**src/sv/per_source_cooldown_filter_macros.svh**
```systemverilog
// Shared assertion macros for the cooldown filter.
// All checks sample on the rising edge of clock and are off while reset is high.
`ifndef PER_SOURCE_COOLDOWN_FILTER_MACROS_SVH
`define PER_SOURCE_COOLDOWN_FILTER_MACROS_SVH

// Same-cycle implication.
`define PSCF_ASSERT_IMP(label, ante, cons, msg) \
   label: assert property (@(posedge clock) disable iff (reset) (ante) |-> (cons)) \
      else $error(msg);

// Next-cycle implication.
`define PSCF_ASSERT_NXT(label, ante, cons, msg) \
   label: assert property (@(posedge clock) disable iff (reset) (ante) |=> (cons)) \
      else $error(msg);

`endif

```
**src/sv/pscf_pkg.sv**
```systemverilog
package pscf_pkg;

   // Number of remembered sources and width of a slot index
   localparam int SLOTS = 8;
   localparam int IDX_W = (SLOTS > 1) ? $clog2(SLOTS) : 1;

   localparam int SRC_W  = 32;
   localparam int TIME_W = 32;
   localparam int CD_W   = 16;

   localparam logic [CD_W-1:0] COOLDOWN_RESET = 16'd1000;

   // Input beat
   typedef struct packed {
      logic [SRC_W-1:0]  source_id;
      logic [TIME_W-1:0] now_ms;
   } req_type;

   // Result beat
   typedef struct packed {
      logic limited;
      logic was_known;
   } rsp_type;

   // One lookup handed to the slot table
   typedef struct packed {
      logic              valid;
      logic [SRC_W-1:0]  source_id;
      logic [TIME_W-1:0] now_ms;
      logic [CD_W-1:0]   cooldown_ms;
   } lookup_type;

endpackage

```
**src/sv/pscf_slot_table.sv**
```systemverilog
module pscf_slot_table (
   input  logic                clock,
   input  logic                reset,
   input  pscf_pkg::lookup_type lookup,
   output pscf_pkg::rsp_type    result
);
   import pscf_pkg::*;

   `include "per_source_cooldown_filter_macros.svh"

   localparam logic [IDX_W-1:0] LAST_IDX = IDX_W'(SLOTS - 1);

   logic [SRC_W-1:0]  slot_source_ff [SLOTS];
   logic [TIME_W-1:0] slot_time_ff   [SLOTS];
   logic [SLOTS-1:0]  slot_valid_ff;
   logic [SLOTS-1:0]  slot_valid_in;
   logic [IDX_W-1:0]  ptr_ff;
   logic [IDX_W-1:0]  ptr_in;

   logic [SLOTS-1:0]  hit_vec;
   logic              hit_any;
   logic [IDX_W-1:0]  hit_idx;
   logic [TIME_W-1:0] elapsed;
   logic              in_cooldown;
   logic [SLOTS-1:0]  time_wr;
   logic [SLOTS-1:0]  src_wr;

   // Compare every valid slot with the incoming source
   always_comb begin
      for (int i = 0; i < SLOTS; i++) begin
         hit_vec[i] = slot_valid_ff[i] && (slot_source_ff[i] == lookup.source_id);
      end
   end

   // Pick the lowest-numbered matching slot
   always_comb begin
      hit_any = 1'b0;
      hit_idx = '0;
      for (int i = SLOTS - 1; i >= 0; i--) begin
         if (hit_vec[i]) begin
            hit_any = 1'b1;
            hit_idx = IDX_W'(i);
         end
      end
   end

   // Wrapping elapsed time against the cooldown
   assign elapsed     = lookup.now_ms - slot_time_ff[hit_idx];
   assign in_cooldown = elapsed < {{(TIME_W - CD_W){1'b0}}, lookup.cooldown_ms};

   // Refresh the matching slot when its cooldown has passed; on a miss fill the slot under the pointer
   always_comb begin
      for (int i = 0; i < SLOTS; i++) begin
         src_wr[i]  = lookup.valid && !hit_any && (ptr_ff == IDX_W'(i));
         time_wr[i] = src_wr[i] ||
                      (lookup.valid && hit_any && !in_cooldown && (hit_idx == IDX_W'(i)));
         slot_valid_in[i] = slot_valid_ff[i] || src_wr[i];
      end
   end

   // Advance the replacement pointer round-robin on insertion
   always_comb begin
      ptr_in = ptr_ff;
      if (lookup.valid && !hit_any) begin
         ptr_in = (ptr_ff == LAST_IDX) ? '0 : ptr_ff + IDX_W'(1);
      end
   end

   assign result.limited   = hit_any && in_cooldown;
   assign result.was_known = hit_any;

   always_ff @(posedge clock) begin
      if (reset) begin
         slot_valid_ff <= '0;
         ptr_ff        <= '0;
      end else begin
         slot_valid_ff <= slot_valid_in;
         ptr_ff        <= ptr_in;
      end
   end

   // Slot payload needs no reset: invalid slots never match
   always_ff @(posedge clock) begin
      for (int i = 0; i < SLOTS; i++) begin
         if (src_wr[i]) begin
            slot_source_ff[i] <= lookup.source_id;
         end
         if (time_wr[i]) begin
            slot_time_ff[i] <= lookup.now_ms;
         end
      end
   end

   `PSCF_ASSERT_IMP(a_one_slot_written, 1'b1, $onehot0(time_wr), "more than one slot written")
   `PSCF_ASSERT_NXT(a_ptr_holds_on_hit, !(lookup.valid && !hit_any), $stable(ptr_ff), "pointer moved without insertion")
   `PSCF_ASSERT_NXT(a_insert_sets_valid, lookup.valid && !hit_any, slot_valid_ff[$past(ptr_ff)], "inserted slot not valid")

endmodule

```
**src/sv/per_source_cooldown_filter.sv**
```systemverilog
// Per-source cooldown filter.
// Request channel (req_valid / req_stall / req_data) carries a source ID and a
// millisecond timestamp; a beat is taken when req_valid is high and req_stall
// is low. Result channel (rsp_valid / rsp_stall / rsp_data) returns one beat
// per request, in order: limited (drop it) and was_known (source was in the
// table). The cooldown register is written through csr_valid / csr_ready /
// csr_data while no request waits in the input register.
// A request taken at a clock edge waits in the input register; its result is
// captured in the result register once that is free. Throughput is one request
// per cycle while rsp_stall holds no result: the whole lookup, the slot compare
// of all entries and the table update sit between the input register and the
// result register, and the table update lands in time for the following request.
// Reset clears all slot valid bits, the replacement pointer and the valid bits
// of both pipeline registers, and loads a cooldown of 1000 ms.
// While rsp_stall holds a waiting result, the request in the input register
// waits as well and req_stall rises; one further request can still be taken
// when the input register is empty.
module per_source_cooldown_filter (
   input  logic              clock,
   input  logic              reset,
   input  logic              req_valid,
   output logic              req_stall,
   input  pscf_pkg::req_type req_data,
   output logic              rsp_valid,
   input  logic              rsp_stall,
   output pscf_pkg::rsp_type rsp_data,
   input  logic              csr_valid,
   output logic              csr_ready,
   input  logic [15:0]       csr_data
);
   import pscf_pkg::*;

   `include "per_source_cooldown_filter_macros.svh"

   logic            s1_valid_ff;
   logic            s1_valid_in;
   req_type         s1_req_ff;
   logic            rsp_valid_ff;
   logic            rsp_valid_in;
   rsp_type         rsp_data_ff;
   logic [CD_W-1:0] cooldown_ff;
   logic [CD_W-1:0] cooldown_in;
   logic            advance;
   logic            req_take;
   lookup_type      lookup;
   rsp_type         result;

   // Move the input beat forward when the result register is free
   assign advance   = !rsp_valid_ff || !rsp_stall;
   assign req_stall = s1_valid_ff && !advance;
   assign req_take  = req_valid && !req_stall;
   assign csr_ready = !s1_valid_ff;

   always_comb begin
      s1_valid_in = s1_valid_ff;
      if (req_take) begin
         s1_valid_in = 1'b1;
      end else if (advance) begin
         s1_valid_in = 1'b0;
      end
      rsp_valid_in = advance ? s1_valid_ff : rsp_valid_ff;
      cooldown_in  = (csr_valid && csr_ready) ? csr_data : cooldown_ff;
   end

   assign lookup.valid       = s1_valid_ff && advance;
   assign lookup.source_id   = s1_req_ff.source_id;
   assign lookup.now_ms      = s1_req_ff.now_ms;
   assign lookup.cooldown_ms = cooldown_ff;

   pscf_slot_table u_table (
      .clock  (clock),
      .reset  (reset),
      .lookup (lookup),
      .result (result)
   );

   always_ff @(posedge clock) begin
      if (reset) begin
         s1_valid_ff  <= 1'b0;
         rsp_valid_ff <= 1'b0;
         cooldown_ff  <= COOLDOWN_RESET;
      end else begin
         s1_valid_ff  <= s1_valid_in;
         rsp_valid_ff <= rsp_valid_in;
         cooldown_ff  <= cooldown_in;
      end
   end

   // Capture the request beat and the result beat
   always_ff @(posedge clock) begin
      if (req_take) begin
         s1_req_ff <= req_data;
      end
      if (lookup.valid) begin
         rsp_data_ff <= result;
      end
   end

   assign rsp_valid = rsp_valid_ff;
   assign rsp_data  = rsp_data_ff;

   `PSCF_ASSERT_IMP(a_limited_known, rsp_valid_ff, !rsp_data_ff.limited || rsp_data_ff.was_known, "limited result for unknown source")
   `PSCF_ASSERT_NXT(a_lookup_to_rsp, lookup.valid, rsp_valid_ff, "lookup did not produce a result")
   `PSCF_ASSERT_IMP(a_stall_needs_item, req_stall, s1_valid_ff && rsp_valid_ff, "stall with empty input register")

endmodule

```
**config.mk**
```make
export PLATFORM = sky130hd
export DESIGN_NAME = per_source_cooldown_filter
export DESIGN_NICKNAME = d
export VERILOG_FILES = /design/src/sv/pscf_pkg.sv /design/src/sv/pscf_slot_table.sv /design/src/sv/per_source_cooldown_filter.sv
export VERILOG_INCLUDE_DIRS = /design/src /design/src/sv
export SDC_FILE = /design/constraint.sdc
export NUM_CORES = 1
export LEC_CHECK = 0
export BUFFER_PORTS_ARGS = -buffer_cell sky130_fd_sc_hd__buf_2
export CAP_MARGIN = 0
export CORE_MARGIN = 5
export CORE_UTILIZATION = 30
export CTS_CLUSTER_SIZE = 14
export DETAILED_ROUTE_END_ITERATION = 10
export MAX_ROUTING_LAYER = met4
export SLEW_MARGIN = 20
export SYNTH_ARGS = -nofsm -noshare
export SYNTH_HDL_FRONTEND = slang
export SYNTH_HIERARCHICAL = 1
export SYNTH_SLANG_ARGS = --single-unit
```
**constraint.sdc**
```tcl
create_clock -name clock -period 15 [get_ports clock]
set_input_delay 0 -clock clock [delete_from_list [all_inputs] [get_ports clock]]
set_output_delay 0 -clock clock [all_outputs]
set_load 0.1 [all_outputs]
```
# == Word-level counts from Yosys, hierarchy flattened ==
# Memory sizes are Yosys's and may differ from the RTL's.
# Cells that the tools add are included.
# word_totals
reg_bits,95
mem_bits_rw,512
in_bits,85
out_inout_bits,5
wordCells,202
n_memories,2
# memory_table
memory,depth,word_bits,read_ports,rd_ports_with_merged_regs,wr,line,rtl
u_table.slot_source_ff,8,32,8,0,1,pscf_slot_table.sv:13,logic [SRC_W-1:0] slot_source_ff [SLOTS];
u_table.slot_time_ff,8,32,1,0,1,pscf_slot_table.sv:14,logic [TIME_W-1:0] slot_time_ff [SLOTS];
# classes
addsub,2
magnitude_cmp,1
n_eq_ne,22
muxes,93
n_reduce_logical,73
# ops
cell,n
two-way mux 32 bit,14
OR reduction 32 bit,14
equality test 32 bit,8
two-way mux 3 bit,23
two-way mux 1 bit,56
logical AND 1 bit,32
< comparator 32 x 16 -> 1 bit,1
subtractor 32 bit,1
equality test 3 bit (second input constant),8
logical OR 1 bit,17
equality test 3 x 2 -> 1 bit (second input constant),4
zero test 1 bit,7
equality test 3 x 1 -> 1 bit (second input constant),2
zero test 3 bit,2
adder 3 x 1 -> 3 bit (second input constant),1
nonzero test 2 bit,1

# == Logic depth before layout (Yosys ltp) ==
# Gate-level depths: netlist (run 1).
# An unclocked memory read counts as a cell.
# logic_depth
depth_word,27
ltp_mapped,36
depth_no_buf,32

# == Modules after synthesis ==
# The synthesis (run 1) kept the hierarchy.
# by_module_without_submodules
module,instances,cells_each,area_per_inst_um2,seq_area_each_um2
pscf_slot_table,1,1868,24847.6,15595.0
per_source_cooldown_filter,1,149,2826.5,2342.2

# == Least setup slack after synthesis (run 1) ==
# Ideal clock, no wire load.
# synth_path
path_kind,reg-to-reg
startpoint,reg s1_req_ff (netlist bit lookup[76])
endpoint,mem u_table.slot_time_ff[3][0] (enable)
setup_time_ps,470
arrival_ps,8429
required_time_ps,14530
path_slack_ps,6102
stages_incl_launch_ff,35
path_buffers,4
period_less_slack_ps,8898
cell_sequence,edfxtp_1 buf_2 xor2_1 nor4_1 nand4_1 or4_1 o211ai_2 and2_4 buf_6 buf_4 buf_4 mux2i_1 a21oi_1 a22oi_1 nor2_1 nor3_1 ha_1 nor2b_1 o2111ai_1 a21oi_1 or2_2 a21o_1 a21oi_1 xnor2_1 ha_1 nand4_1 nor2_1 o2111ai_1 nand4_1 a2111oi_0 nand3_1 nor4_2 nand4_1 nand3_2 o31ai_1
# synth_between
word_cells_on_any_way,109
cone_classes,add/sub: 1; order compare: 1; eq/ne: 15; mux: 46; reduce/logical: 45; memory: 1
# synth_lines
element,line,rtl
"start, declared",per_source_cooldown_filter.sv:37,req_type s1_req_ff;
"start signal, assigned",per_source_cooldown_filter.sv:92,s1_req_ff <= req_data;
equality test 32 bit,pscf_slot_table.sv:31,hit_vec[i] = slot_valid_ff[i] && (slot_source_ff[i] == lookup.source_id);
logical AND 1 bit,pscf_slot_table.sv:31,
two-way mux 3 bit (8 in series),pscf_slot_table.sv:40,if (hit_vec[i]) begin
memory read (8 x 32 bit),--,
subtractor 32 bit,pscf_slot_table.sv:48,assign elapsed = lookup.now_ms - slot_time_ff[hit_idx];
< comparator 32 x 16 -> 1 bit,pscf_slot_table.sv:49,"assign in_cooldown = elapsed < {{(TIME_W - CD_W){1'b0}}, lookup.cooldown_ms};"
zero test 1 bit,pscf_slot_table.sv:56,(lookup.valid && hit_any && !in_cooldown && (hit_idx == IDX_W'(i)));
logical AND 1 bit (2 in series),pscf_slot_table.sv:56,
logical OR 1 bit (*),pscf_slot_table.sv:55,time_wr[i] = src_wr[i] ||
net u_table.time_wr[3],pscf_slot_table.sv:25,logic [SLOTS-1:0] time_wr;
two-way mux 1 bit (*),pscf_slot_table.sv:88,if (time_wr[i]) begin
two-way mux 1 bit (implied by the code) (*),pscf_slot_table.sv:89,slot_time_ff[i] <= lookup.now_ms;
OR reduction 32 bit (no line),--,
two-way mux 3 bit (no line) / two-way mux 1 bit (equally long branches) (5 in series),--,
"end, declared",pscf_slot_table.sv:14,
# The timed path passes the listed nets; every way through them passes the cells marked *.

# == Worst setup path in the final report (run 1) ==
# layout_path
startpoint,reg s1_req_ff (netlist bit lookup[48])
endpoint,mem u_table.slot_time_ff[4][3] (enable)
# layout_between
word_cells_on_any_way,109
cone_classes,add/sub: 1; order compare: 1; eq/ne: 15; mux: 46; reduce/logical: 45; memory: 1
# layout_lines
element,line
equality test 32 bit,pscf_slot_table.sv:31
logical AND 1 bit,pscf_slot_table.sv:31
two-way mux 3 bit (8 in series),pscf_slot_table.sv:40
memory read (8 x 32 bit),--
subtractor 32 bit,pscf_slot_table.sv:48
< comparator 32 x 16 -> 1 bit,pscf_slot_table.sv:49
zero test 1 bit,pscf_slot_table.sv:56
logical AND 1 bit (2 in series),pscf_slot_table.sv:56
logical OR 1 bit (*),pscf_slot_table.sv:55
net u_table.time_wr[4],pscf_slot_table.sv:25
two-way mux 1 bit (*),pscf_slot_table.sv:88
two-way mux 1 bit (implied by the code) (*),pscf_slot_table.sv:89
OR reduction 32 bit (no line),--
two-way mux 3 bit (no line) / two-way mux 1 bit (equally long branches) (4 in series),--
# Marks and branches as above.

==> results.json, run 1 <==
{
  "timing_max_transition_violations_final": 0,
  "postSynthNetCount": 2155,
  "tmin_final_ps": 10430,
  "multi_input_comb_area_sq_um": 9150,
  "grt_pass1_wl_mm": 116,
  "max-clock-path-buffers": 3,
  "num_cts_buffers": 71,
  "synthCells": 2017,
  "yosys_synthesis_warning_count": 6,
  "drt_iter0_drc": 1746,
  "status": "completed",
  "die_area_sq_um": 98400,
  "critical_path.most_common_cell": "nand4_1",
  "netlist-cell-type-count": 75,
  "drive_above_1_share_pct": 11.4,
  "final.fill_count": 8803,
  "ff_latch_area_sq_um": 17900,
  "kind_of_critical_path": "reg2reg",
  "cp.required_ps": 15300,
  "clockRootBuffer": "clkbuf_16",
  "number_of_antenna_violations_at_the_first_check_in_global_routing": 6,
  "antenna_left": 0,
  "avgViaCountPerCell": 5.13,
  "setup_repair_after_global_routing_missed_its_margin": "no",
  "power.density_cell_area_nw_per_um2": 118,
  "initial_core_util_pct": 30.2,
  "clk_pin_slew_ps": 60,
  "cts_tree": "built",
  "hold_viol": 0,
  "grt_start_max_net_pins": 61,
  "detail_route.drc_violations": 0,
  "port_buffers": 89,
  "static-leakage-power_nw": 11.0,
  "clock_sink_count": 607,
  "final_nets": 2352,
  "power.ir.vdd_worst_v": 0.0000818,
  "hpwl_mm": 54.0,
  "post_drt_wl_per_cell_microns": 23.0,
  "synth.avg_cell_area_sq_um": 13.7,
  "final_min_period_over_clock_period_pct": 69.5,
  "cts.hold.buffers_added": 94,
  "startpoint_type": "flop",
  "floorplan.rows": 111,
  "type_of_the_worst_min_delay_path": "in2reg",
  "clock.fmax_ghz": 0.0959,
  "h_tree_lvl_count": 3,
  "fin_tns_setup_ps": 0,
  "synth_enable_flop_cells": 578,
  "finalWirelength_mm": 79.6,
  "grt_pass1_vias": 17500,
  "timing.critical_path.fanout_max": 42,
  "post_cts_buffers": 0,
  "cts-resized-gates": 0,
  "route.vias.total": 17700,
  "drt_pass1_iterations": 5,
  "critical-path-slowest-cell": "edfxtp_1",
  "setup_viol": 0,
  "gr-total-overflow": 0,
  "crit_path_end_kind": "flop",
  "cap_violations": 0,
  "worst_hold_slack_ps": 103,
  "io-pin-count": 90,
  "dominantRegCellSynth": "edfxtp_1",
  "clk-insertion-delay-late_ps": 610,
  "headroom_to_the_max_slew_limit_pct": 25.8,
  "finClkSkew_ps": 31.1,
  "synth-seq-area-share_pct": 64.8,
  "routabilityCongestion": 0.960,
  "area_added_between_synthesis_and_finish_pct": 17.7,
  "slowest_delay_ps": 920,
  "worstPathArrival_ps": 10730,
  "die_width_microns": 314,
  "grt_util_all_layers_pct": 16.1,
  "chipHeight_microns": 314,
  "ffs_latches_synth": 607,
  "core_sq_um": 91700,
  "fraction_of_registers_with_async_set_reset_pct": 0,
  "tightest_slew_ps": 1110,
  "synthesis.area_sq_um": 27700
}
synthesized netlist by cell type (all sizes together), types with 29 or more instances:
library cell | count | area, sq um
edfxtp | 578 | 17400
xor2 | 206 | 1800
a21oi | 113 | 566
nand2 | 103 | 387
nor4 | 95 | 616
mux2i | 71 | 711
nor2 | 68 | 260
xnor2 | 68 | 596
inv | 55 | 206
buf | 52 | 378
ha | 52 | 651
nand3 | 52 | 265
o21ai | 50 | 288
o211ai | 46 | 350
nand4 | 42 | 263
clkbuf | 35 | 133
dfxtp | 29 | 581
nand2b | 29 | 181
registers in the layout, indices dropped and copies added (netlist names):
register,flops
rsp_data,2
cooldown_ff,16
u_table/slot_valid_ff,8
rsp_valid,1
u_table/slot_time_ff,256
s1_valid_ff,1
u_table/slot_source_ff,256
u_table/ptr_ff,3
lookup,64
worst max-delay path: cells and delay by family (launching register included):
| family | cells | cell delay (ps) |
|---|---|---|
| XOR/XNOR | 2 | 340 |
| AO/OA/AOI/OAI | 10 | 2520 |
| adder cells (fa/ha/maj) | 2 | 570 |
| flip-flops | 1 | 920 |
| AND/OR/NAND/NOR | 15 | 4410 |
| multiplexers | 1 | 260 |
| buffers and inverters | 2 | 1040 |
per-layer routing:
layer / GRT usage (%) / wire length [microns] / share of wire (%)
met1: 21.9 / 36000 / 45
met2: 24.1 / 35200 / 44
met3: 3.37 / 5450 / 6.9
met4: 5.66 / 3000 / 3.8
met5: - / 0 / 0
report_power, final:
part           leakage, nW  internal, mW  total (mW)  switching, mW
clock                 1.06         0.968        1.64          0.675
sequential            5.51          1.89        1.94         0.0453
combinational         4.47         0.106       0.277          0.171
cell families (layout without fill, tap and decap cells):
family,Yosys count,in the layout,synth area share (%)
compound gates,332,332,7.97
fa+ha+maj,53,53,2.42
xor+xnor,274,274,8.67
other cells,0,3,0
simple gates,535,535,10.8
flops,607,607,64.8
buf+inv,142,391,2.59
mux,74,74,2.69
per-stage QoR:
step / setup slack [ps] / instances / utilization, % / power (mW) / instance area (sq um)
6_report: 4570 / 3455 / 35.5 / 3.86 / 32600
3_3_place_gp: 4670 / 3233 / 32.1 / 2.23 / 29400
2_1_floorplan: 6100 / 2017 / - / 2.12 / 27700
5_1_grt: 3970 / 3454 / 35.5 / 4.00 / 32600
4_1_cts: 4680 / 3452 / 35.5 / 3.90 / 32600
3_5_place_dp: 4740 / 3233 / 32.1 / 2.23 / 29400
layout by cell type (no fill, tap or decap), drive strengths merged, types with 6 or more instances in the layout:
| cell | count |
|---|---|
| nand3 | 52 |
| and3 | 25 |
| o21ai | 50 |
| o21a | 13 |
| a22oi | 8 |
| nand3b | 17 |
| mux2i | 71 |
| clkinv | 19 |
| xor2 | 206 |
| o2111ai | 9 |
| nand2 | 103 |
| clkbuf | 97 |
| a21oi | 113 |
| o211ai | 46 |
| o31ai | 10 |
| nand4b | 9 |
| nor4 | 95 |
| a211oi | 16 |
| ha | 52 |
| nand2b | 29 |
| dlygate4sd3 | 94 |
| nand4 | 42 |
| nor3b | 6 |
| dfxtp | 29 |
| and2 | 11 |
| nor2b | 11 |
| inv | 58 |
| nor2 | 68 |
| or4 | 9 |
| nor3 | 28 |
| a21boi | 12 |
| xnor2 | 68 |
| or3 | 7 |
| edfxtp | 578 |
| buf | 117 |
| nand4bb | 10 |
| a21o | 20 |
worst paths after layout:
kind | end | startpoint | slack (ps) | cells past startpoint
setup / recovery | u_table/slot_time_ff[4][3]$_DFFE_PP_ | lookup[48]$_DFFE_PP_ | 4570 | 32
hold / removal | lookup[66]$_DFFE_PP_ | req_data[50] | 100 | 2
setup reg to reg | u_table/slot_time_ff[4][3]$_DFFE_PP_ | lookup[48]$_DFFE_PP_ | 4570 | 32
hold reg to reg | cooldown_ff[2]$_SDFFE_PP0P_ | cooldown_ff[2]$_SDFFE_PP0P_ | 480 | 2
area by class of cell:
type	count	area share, %
antenna	3	0.0230
clock buffer	97	6.01
clock inverter	28	0.756
inverter	55	0.634
multi-input combinational	1268	28.1
sequential	607	55.0
tap	1186	4.55
timing repair buffer	211	4.90
(Power assumes the default switching activity.)
==> run 2, diff against run 1 <==
==> constraint.sdc (replaced) <==
create_clock -name clock -period 8.7 [get_ports clock]
set_input_delay 0 -clock clock [delete_from_list [all_inputs] [get_ports clock]]
set_output_delay 0 -clock clock [all_outputs]
set_load 0.1 [all_outputs]
==> results.json, run 2 (synthesis gave the netlist of run 1 again) <==
{
  "io-pin-count": 90,
  "timing.critical_path.fanout_max": 18,
  "final_nets": 2459,
  "cap_violations": 0,
  "critPathTopFamily": "simple AND/OR/NAND/NOR gates",
  "clk_pin_slew_ps": 60,
  "port_buffers": 89,
  "grt_pass1_wl_mm": 114,
  "tightest_slew_ps": 1030,
  "fin_tns_setup_ps": 0,
  "area_added_between_synthesis_and_finish_pct": 22.0,
  "initial_core_util_pct": 30.2,
  "num_cts_buffers": 68,
  "startpoint_type": "flop",
  "drt_pass1_iterations": 5,
  "drive_above_1_share_pct": 15.7,
  "hpwl_mm": 53.3,
  "power.ir.vdd_worst_v": 0.000177,
  "floorplan.rows": 111,
  "postPlaceCellArea_sq_um": 30300,
  "grt_util_all_layers_pct": 15.5,
  "max-clock-path-buffers": 3,
  "grt_start_max_net_pins": 48,
  "status": "completed",
  "timing_max_transition_violations_final": 0,
  "critical-path-slowest-cell": "or4_1",
  "routabilityCongestion": 0.932,
  "final_area_sq_um": 33800,
  "headroom_to_the_max_slew_limit_pct": 30.7,
  "number_of_antenna_violations_at_the_first_check_in_global_routing": 4,
  "avgViaCountPerCell": 5.06,
  "slowest_delay_ps": 600,
  "clk-insertion-delay-late_ps": 630,
  "kind_of_critical_path": "reg2reg",
  "clock.fmax_ghz": 0.121,
  "route.vias.total": 18000,
  "worstPathArrival_ps": 8650,
  "cts_tree": "built",
  "setup_viol": 0,
  "h_tree_lvl_count": 3,
  "finClkSkew_ps": 30.9,
  "static-leakage-power_nw": 11.7,
  "hold_viol": 0,
  "clock_sink_count": 607,
  "detail_route.drc_violations": 0,
  "critical_path.most_common_cell": "buf_4",
  "post_drt_wl_per_cell_microns": 21.4,
  "finalWirelength_mm": 76.4,
  "gr-total-overflow": 0,
  "crit_path_end_kind": "flop",
  "layout_common_cells": "edfxtp_1 (578), xor2_1 (206), buf_4 (117)",
  "power.density_cell_area_nw_per_um2": 198,
  "die_area_sq_um": 98400,
  "drt_iter0_drc": 1472,
  "die_width_microns": 314,
  "core_sq_um": 91700,
  "chipHeight_microns": 314,
  "grt_pass1_vias": 18000,
  "clockRootBuffer": "clkbuf_16",
  "tmin_final_ps": 8290,
  "worst_hold_slack_ps": 95.1,
  "type_of_the_worst_min_delay_path": "in2reg",
  "antenna_left": 0,
  "cp.required_ps": 9060,
  "worstPathBufferInverterCount": 7,
  "final_min_period_over_clock_period_pct": 95.3,
  "mostFrequentLayoutCell": "edfxtp_1"
}
==> run 2: cell types whose count changed in the layout (fill, tap and decap cells not counted), moves of 3 or more <==
cell	previous run	this run
nor4_1	93	90
nor4_2	1	4
inv_1	49	55
buf_4	28	117
buf_12	0	21
clkbuf_16	74	71
inv_2	6	0
==> run 2: per-layer routing <==
layer  vias to the layer above  GRT usage, %  wire (microns)
met2                       536          24.9           36100
met4                         0          4.68            2030
met5                         -             -               0
met1                      9043          20.5           34400
li1                       8318             -               -
met3                       128          2.29            3800
==> run 2: worst register-to-register path: cells and delay by family (launching register included) <==
family	cells	cell delay (ps)
xor gates and xnor gates	2	370
AOI/OAI and AO/OA	13	2400
adders and majority gates	2	550
and+or+nand+nor	13	2760
DFF	1	530
buffers and inverters	7	1410
==> run 2: final cells by class <==
class / instances / area [sq um]
well taps: 1186 / 1480
diodes: 2 / 5.00
multi-input cells: 1268 / 9230
repair buffers: 321 / 2690
clock buffers: 92 / 1870
flip-flops and latches: 607 / 17900
clock inverters: 32 / 358
fillers: 8638 / 57900
inverters: 55 / 206
==> run 2: per-stage QoR <==
step	setup WS, ps	util (%)	cells	power (mW)
finish	405	36.8	3563	6.70
floorplan	-198	-	2017	3.66
global placement	44.9	33.0	3311	3.85
CTS	4.74	36.5	3532	6.77
detailed placement	-15.3	33.0	3311	3.86
global route	-11.7	36.8	3563	6.94
==> run 2: worst paths after layout <==
path	slack, ps	startpoint	to	depth (start not counted)
max	410	lookup[66]$_DFFE_PP_	u_table/slot_time_ff[5][15]$_DFFE_PP_	37
min	100	req_data[40]	lookup[56]$_DFFE_PP_	2
max reg2reg	410	lookup[66]$_DFFE_PP_	u_table/slot_time_ff[5][15]$_DFFE_PP_	37
min reg2reg	470	u_table/slot_valid_ff[6]$_SDFF_PP0_	u_table/slot_valid_ff[6]$_SDFF_PP0_	2
==> run 2: report_power, final <==
| part | internal [mW] | switching (mW) |
|---|---|---|
| clock network | 1.67 | 1.19 |
| registers | 3.26 | 0.0583 |
| logic | 0.212 | 0.309 |
==> run 2: timing repair <==
action	4_1_cts	5_1_grt
pin swaps	0	2
gates resized for setup	0	18
setup buffers	3	29
setup endpoints to repair	256	256
hold buffers	94	0
endpoints found under the hold margin	106	0
cloned	0	0
